[src/design/assert_macros.svh]
// Assertion macros shared by the RTL of the HDR tone mapper.
// No dependencies; included by the modules that carry assertions.
`ifndef ASSERT_MACROS_SVH
`define ASSERT_MACROS_SVH

// Same-cycle implication, checked at every rising clock edge.
`define RTM_ASSERT_IMP(lbl, clk, rst, ante, cons, msg) \
  lbl: assert property (@(posedge clk) disable iff (rst) (ante) |-> (cons)) else $error(msg);

// Next-cycle implication, checked at every rising clock edge.
`define RTM_ASSERT_NXT(lbl, clk, rst, ante, cons, msg) \
  lbl: assert property (@(posedge clk) disable iff (rst) (ante) |=> (cons)) else $error(msg);

`endif

[src/design/rtm_pkg.sv]
// Shared constants and types of the HDR Reinhard tone mapper.
// No dependencies; used by the divider, scale, gamma and top files and the testbench.
package rtm_pkg;

  localparam int CH_W        = 32;
  localparam int EXPO_W      = 12;
  localparam int CAP_W       = 18;
  localparam int R_W         = 16;
  localparam int Q2_W        = 33;
  localparam int K_W         = 34;
  localparam int S_W         = 33;
  localparam int V_W         = 51;
  localparam int MHI_W       = 18;
  localparam int DIV_STAGES  = 33;
  localparam int GAMMA_STEPS = 8;

  localparam logic [EXPO_W-1:0] EXPO_MAX   = 12'd2560;
  localparam logic [EXPO_W-1:0] EXPO_RESET = 12'd2560;
  localparam logic [CH_W-1:0]   CHAN_CAP   = 32'h0002_0000;
  localparam logic [K_W-1:0]    K_CAP      = 34'h2_0000_0000;
  localparam logic [K_W-1:0]    ONE_Q      = 34'h0_0001_0000;
  localparam logic [S_W-1:0]    S_CAP      = 33'h1_0000_0000;
  localparam logic [15:0]       GAIN_255SQ = 16'd65025;

  typedef logic [CAP_W-1:0] chan_cap_t;

  typedef struct packed {
    chan_cap_t r;
    chan_cap_t g;
    chan_cap_t b;
  } rgb_cap_t;

  typedef struct packed {
    logic [R_W-1:0]  r;
    logic [Q2_W-1:0] q2;
    logic            ovf;
    logic            plain;
    rgb_cap_t        chans;
  } div_res_t;

  typedef struct packed {
    logic [V_W-1:0] vr;
    logic [V_W-1:0] vg;
    logic [V_W-1:0] vb;
  } rgb_lin_t;

endpackage

[src/design/rtm_gamma.sv]
// Square-root gamma and 8-bit quantization, one result bit per stage.
// Depends on rtm_pkg.
module rtm_gamma (
  input  logic               clk,
  input  logic               rst,
  input  logic               adv,
  input  logic               in_valid,
  input  rtm_pkg::rgb_lin_t  lin,
  output logic               out_valid,
  output logic [7:0]         red,
  output logic [7:0]         green,
  output logic [7:0]         blue
);

  typedef struct packed {
    logic                        sat;
    logic [rtm_pkg::MHI_W-1:0]   mhi;
    logic [7:0]                  n;
  } lane_t;

  localparam int LANES = 3;

  lane_t ln  [rtm_pkg::GAMMA_STEPS+1][LANES];
  logic  vld [rtm_pkg::GAMMA_STEPS+1];
  lane_t l0  [LANES];
  logic [rtm_pkg::V_W-1:0] vin [LANES];

  assign vin[0] = lin.vr;
  assign vin[1] = lin.vg;
  assign vin[2] = lin.vb;

  // 255^2 * v, keeping only the bits above 2^30 that the squares compare to.
  always_comb begin
    logic [47:0] m;
    for (int c = 0; c < LANES; c++) begin
      m        = {16'b0, vin[c][31:0]} * {32'b0, rtm_pkg::GAIN_255SQ};
      l0[c].sat = (vin[c][rtm_pkg::V_W-1:32] != '0);
      l0[c].mhi = m[47:30];
      l0[c].n   = '0;
    end
  end

  always_ff @(posedge clk) begin
    if (rst) begin
      vld[0] <= 1'b0;
    end else if (adv) begin
      vld[0] <= in_valid;
    end
  end

  always_ff @(posedge clk) begin
    if (adv) begin
      ln[0] <= l0;
    end
  end

  for (genvar b = 0; b < rtm_pkg::GAMMA_STEPS; b++) begin : g_step
    lane_t nxt [LANES];

    always_comb begin
      logic [7:0]  cand;
      logic [8:0]  d;
      logic [17:0] dd;
      for (int c = 0; c < LANES; c++) begin
        cand   = ln[b][c].n | (8'h80 >> b);
        d      = {cand, 1'b0} - 9'd1;
        dd     = {9'b0, d} * {9'b0, d};
        nxt[c] = ln[b][c];
        if (dd <= ln[b][c].mhi) begin
          nxt[c].n = cand;
        end
      end
    end

    always_ff @(posedge clk) begin
      if (rst) begin
        vld[b+1] <= 1'b0;
      end else if (adv) begin
        vld[b+1] <= vld[b];
      end
    end

    always_ff @(posedge clk) begin
      if (adv) begin
        ln[b+1] <= nxt;
      end
    end
  end

  assign out_valid = vld[rtm_pkg::GAMMA_STEPS];
  assign red   = ln[rtm_pkg::GAMMA_STEPS][0].sat ? 8'hFF : ln[rtm_pkg::GAMMA_STEPS][0].n;
  assign green = ln[rtm_pkg::GAMMA_STEPS][1].sat ? 8'hFF : ln[rtm_pkg::GAMMA_STEPS][1].n;
  assign blue  = ln[rtm_pkg::GAMMA_STEPS][2].sat ? 8'hFF : ln[rtm_pkg::GAMMA_STEPS][2].n;

endmodule

[config.mk]
export PLATFORM = sky130hd
export DESIGN_NAME = rtm_gamma
export DESIGN_NICKNAME = d
export VERILOG_FILES = /design/src/design/assert_macros.svh /design/src/design/rtm_pkg.sv /design/src/design/rtm_gamma.sv
export SDC_FILE = /design/constraint.sdc
export NUM_CORES = 2
export LEC_CHECK = 0
export ABC_CLOCK_PERIOD_IN_PS = 7500
export BUFFER_PORTS_ARGS = -buffer_cell sky130_fd_sc_hd__buf_2
export CAP_MARGIN = 20
export CORE_ASPECT_RATIO = 1.25
export CORE_MARGIN = 2
export CORE_UTILIZATION = 65
export CTS_CLUSTER_SIZE = 24
export DETAILED_ROUTE_END_ITERATION = 8
export PLACE_DENSITY = 0.83
export SKIP_LAST_GASP = 1
export SLEW_MARGIN = 0
export SYNTH_ARGS = -nofsm -noshare
export SYNTH_HDL_FRONTEND = slang
export SYNTH_SLANG_ARGS = --single-unit
[constraint.sdc]
create_clock -name clk -period 7.5 [get_ports clk]
set_input_delay 1.5 -clock clk [delete_from_list [all_inputs] [get_ports clk]]
set_output_delay 1.5 -clock clk [all_outputs]
set_load 0.01 [all_outputs]
### Word level (Yosys, flattened, before mapping)

Memories as Yosys holds them, arrays and structs flattened.
Cells that the tools add are included.

* register bits after elaboration: 0
* memories: 2
* bits of input ports: 157
* RAM bits: 738

* bitwise operators: 9
* reductions and logical operators: 3
* $lt $le $gt $ge: 24
* multipliers: 27
* $add $sub $neg: 24
* multiplexer cells: 42

Memory list
* ln: words 9, bits a word 81, read ports 9, clocked after Yosys merged registers in 0, wr ports 9, line rtm_gamma.sv:23 `lane_t ln [rtm_pkg::GAMMA_STEPS+1][LANES];`
* vld: words 9, bits a word 1, read ports 9, clocked after Yosys merged registers in 0, wr ports 9, line rtm_gamma.sv:24 `logic vld [rtm_pkg::GAMMA_STEPS+1];`

Operators with widths (number)
* less-or-equal comparator 18 bit: 24
* multiplier 9 x 9 -> 18 bit: 24
* subtractor 9 x 1 -> 9 bit, second input constant: 24
* multiplier 32 x 16 -> 48 bit, second input constant: 3
* nonzero test 19 bit: 3
* two-way mux 8 bit: 6
* two-way mux 7 bit: 3
* two-way mux 1 bit: 18
* two-way mux 6 bit: 3
* two-way mux 5 bit: 3
* two-way mux 4 bit: 3
* two-way mux 3 bit: 3
* bitwise OR 1 bit: 9
* two-way mux 2 bit: 3

### Longest topological paths before layout

An unclocked memory read counts as a cell.

* depth after elaboration: 5
* depth in mapped cells: 28

### Least setup slack after synthesis

Ideal clock, no wire load.

* path kind: input to register
* from: in lin[117] in the netlist's numbering
* to: mem ln[0][79] in the netlist's numbering (data pin)
* stages: 18
* path slack: 0.722 ns
* arrival: 6.520 ns
* buffers on the path: 0
* required time: 7.241 ns
* cell sequence: fa_1 inv_1 fa_1 inv_1 fa_1 fa_1 fa_1 ha_1 ha_1 a21o_1 a21o_1 a21o_1 a22o_1 a211oi_1 nor3_1 nor4_4 nor2_1 a211o_1

RTL lines
* start: declaration: line rtm_gamma.sv:8 `input rtm_pkg::rgb_lin_t lin,`
* end: declaration: line rtm_gamma.sv:23

==> run summary <==
Status: complete, no violations
CP Capture Type: register
Pins Over Slew Limit: 0
Total track usage: 24.6%
Routability cong.: 0.944
DRC: 0
H-tree depth: 2
Async set-or-reset flop fraction in the synthesized netlist: 0%
Multi-input logic area: 39300 um2
Iter 0 DRT Violations: 1563
Cts bufs inserted: 55
Final hold violations: 0
Largest area contributor in the netlist: edfxtp_1
Synth Area per Inst: 11.3 um2
Post-route ant nets: 0
EDFF count, synth: 576
Crit Path Class: input port to register
Post-Synthesis Cells: 5433
Finish-stage setup viols: 0
Worst Hold Class: register to register
CP Max Fanout: 3
Synth unique cells: 78
Vias: 38300
Port Buffers: 181
Synth top area cells: edfxtp_1 28%, ha_1 24%, fa_1 22%, inv_1 7.8%, xnor2_1 2.9%
Fin nets: 7666
Die area: 97000 um2
RSZ-0062 raised after global routing: false
WP data required: 7.90 ns
Final min period: 6.75 ns
Period Utilization, post-route: 90.0%
Reg2reg end: ln[1][0]
Filler cell count: 6568
Critical path data arrival time: 7.15 ns
Worst-path clk slew: 0.06 ns
Post-Route WL: 113000 um
Worst setup path startpoint: lin[56]
Slew HR: 35.9%
Worst-margin pin slew: 0.962 ns
GRT overflow: 0
Post-synthesis cell area: 61400 um2
Fmax: 148 MHz
Top-Level Pins: 182
Post-CTS setup buffer count: 0
Die width: 279 um
Synth Warn #: 0
Post-CTS Hold Buffers: 0
Reg-to-reg slack, setup: 1.33 ns
Core Area: 94100 um2
Clock skew: 0.0470 ns
First-pass GRT wire length: 196000 um
1st-pass router iterations: 6
CP Launch Type: input port
N_diodes: 0
Critical Path End: ln[0][50]
Clk buf depth: 3
Yosys reg bits: 576
Post-synthesis sequential area ratio: 28.2%
Antenna violations before repair: 3
CTS Root Cell: clkbuf_16
Total negative slack: 0 ns
Hold Startpoint: ln[0][242]
Layout cells sized above 1: 6.08%
Clock Sinks: 576
Worst Reg2Reg Path Length in Cells: 21
Area growth, synth to finish: 7.04%
Vias per std cell: 5.53
DP HPWL: 94300 um
Die height: 348 um
Post-CTS sizing: 0
Starting Density: 65.3%
CTS tree: yes
Vias in the first global route: 42300
Wire per inst: 16.3 um
Largest net degree at the start of global routing: 181
Rows: 126
Reg area: 17300 um2
Max_cap viols: 0
Ys flop type: edfxtp_1
Worst r2r src: ln[0][570]
Skew-Pair Late Insertion Delay: 0.66 ns
Share of the synthesized area in the top cell type: 28.2%
==> per-stage QoR <==
stage	hold slack, ns	setup WS (ns)	utilization, %	instance area (um2)	instances
after floorplan	0.400	0.722	-	61400	5435
after global placement	0.406	0.274	67.9	63900	6816
after detailed placement	0.405	0.151	67.9	63900	6816
after CTS	0.416	0.831	69.9	65800	6920
after global routing	0.426	0.511	69.9	65800	6920
final	0.418	0.750	69.9	65800	6920
==> synth_stat cells, drive strengths merged (4+ instances only) <==
cell type,count
a211o,7
a211oi,13
a21boi,18
a21o,146
a21oi,204
a31o,6
a31oi,15
a41o,7
a41oi,5
and2,76
and3,13
and4,10
clkbuf,25
edfxtp,576
fa,686
ha,1166
inv,1270
mux2i,10
nand2,128
nand2b,24
nand3,57
nand3b,6
nand4,76
nor2,165
nor2b,45
nor3,34
nor4,31
nor4b,8
o2111ai,13
o211ai,8
o21a,23
o21ai,115
o21bai,47
o22ai,4
o31ai,16
o41a,4
o41ai,11
or2,38
or3,5
or4,11
or4b,4
xnor2,204
xor2,76
==> area by class of cell <==
type,count,area share (%)
inverters,1270,7.25
flip-flops and latches,576,26.3
repair buffers,190,1.53
clock buffers,60,2.12
well taps,1216,2.31
clock inverters,44,0.742
multi-input cells,3564,59.7
==> layer usage <==
metal	track usage (%)	vias up	part of all wire, %
li1	-	18500	-
met1	28.0	18900	39
met2	48.1	643	55
met3	2.11	232	2.5
met4	7.67	0	2.9
met5	0	-	0
==> how the worst min path moves through the flow <==
| stage | endpoint | depth (start not counted) |
|---|---|---|
| 6_report | ln[0][323] | 0 |
| 5_1_grt | ln[0][323] | 0 |
| 4_1_cts | ln[0][593] | 0 |
| 3_5_place_dp | ln[0][593] | 0 |
| 3_3_place_gp | ln[0][512] | 0 |
| 2_1_floorplan | ln[0][107] | 0 |
==> critical path, stage by stage <==
cell,delay [ns]
buf_2,0.11
inv_1,0.10
fa_1,0.55
inv_1,0.08
fa_1,0.53
fa_1,0.54
fa_1,0.58
fa_1,0.43
ha_1,0.32
ha_1,0.32
a21o_1,0.17
a21o_1,0.18
a2111oi_0,0.60
or4_1,0.23
a21oi_2,0.10
nor4_4,0.31
nor2_2,0.09
a41o_1,0.27
xor2_1,0.14
==> cell families after synthesis <==
logic type	count (synthesis)	share of synthesized area, %
DFF	576	28.2
AOI/OAI and AO/OA	684	7.33
adders and majority gates	1852	46.1
xor gates and xnor gates	280	3.99
buffers and inverters	1295	7.91
and+or+nand+nor	735	6.33
other	1	0.00610
muxes	10	0.163
==> state kept, by name, summed over array words and instances, names as in the netlist <==
| register | flops |
|---|---|
| ln | 567 |
| vld | 9 |
==> cells in the final DEF (no fill, tap or decap), types with 19 or more instances in the layout <==
cell type | synthesis | routed
nand2b_1 | 24 | 24
fa_1 | 686 | 686
o21bai_1 | 47 | 47
nor2b_1 | 45 | 45
buf_2 | 0 | 180
and2_1 | 76 | 76
or2_2 | 38 | 38
a21oi_1 | 203 | 203
xnor2_1 | 204 | 204
o21a_1 | 23 | 23
nor4_1 | 29 | 29
clkbuf_16 | 0 | 55
nor3_1 | 33 | 33
edfxtp_1 | 576 | 576
o21ai_0 | 95 | 95
ha_1 | 1166 | 1166
a21o_1 | 145 | 145
nor2_1 | 164 | 164
nand4_1 | 76 | 76
inv_1 | 1270 | 1270
xor2_1 | 76 | 76
nand2_1 | 128 | 128
o21ai_1 | 19 | 19
nand3_1 | 57 | 57
Power is not shown: default switching activity piles up to over one toggle a cycle in this logic, so the estimate is an artifact.
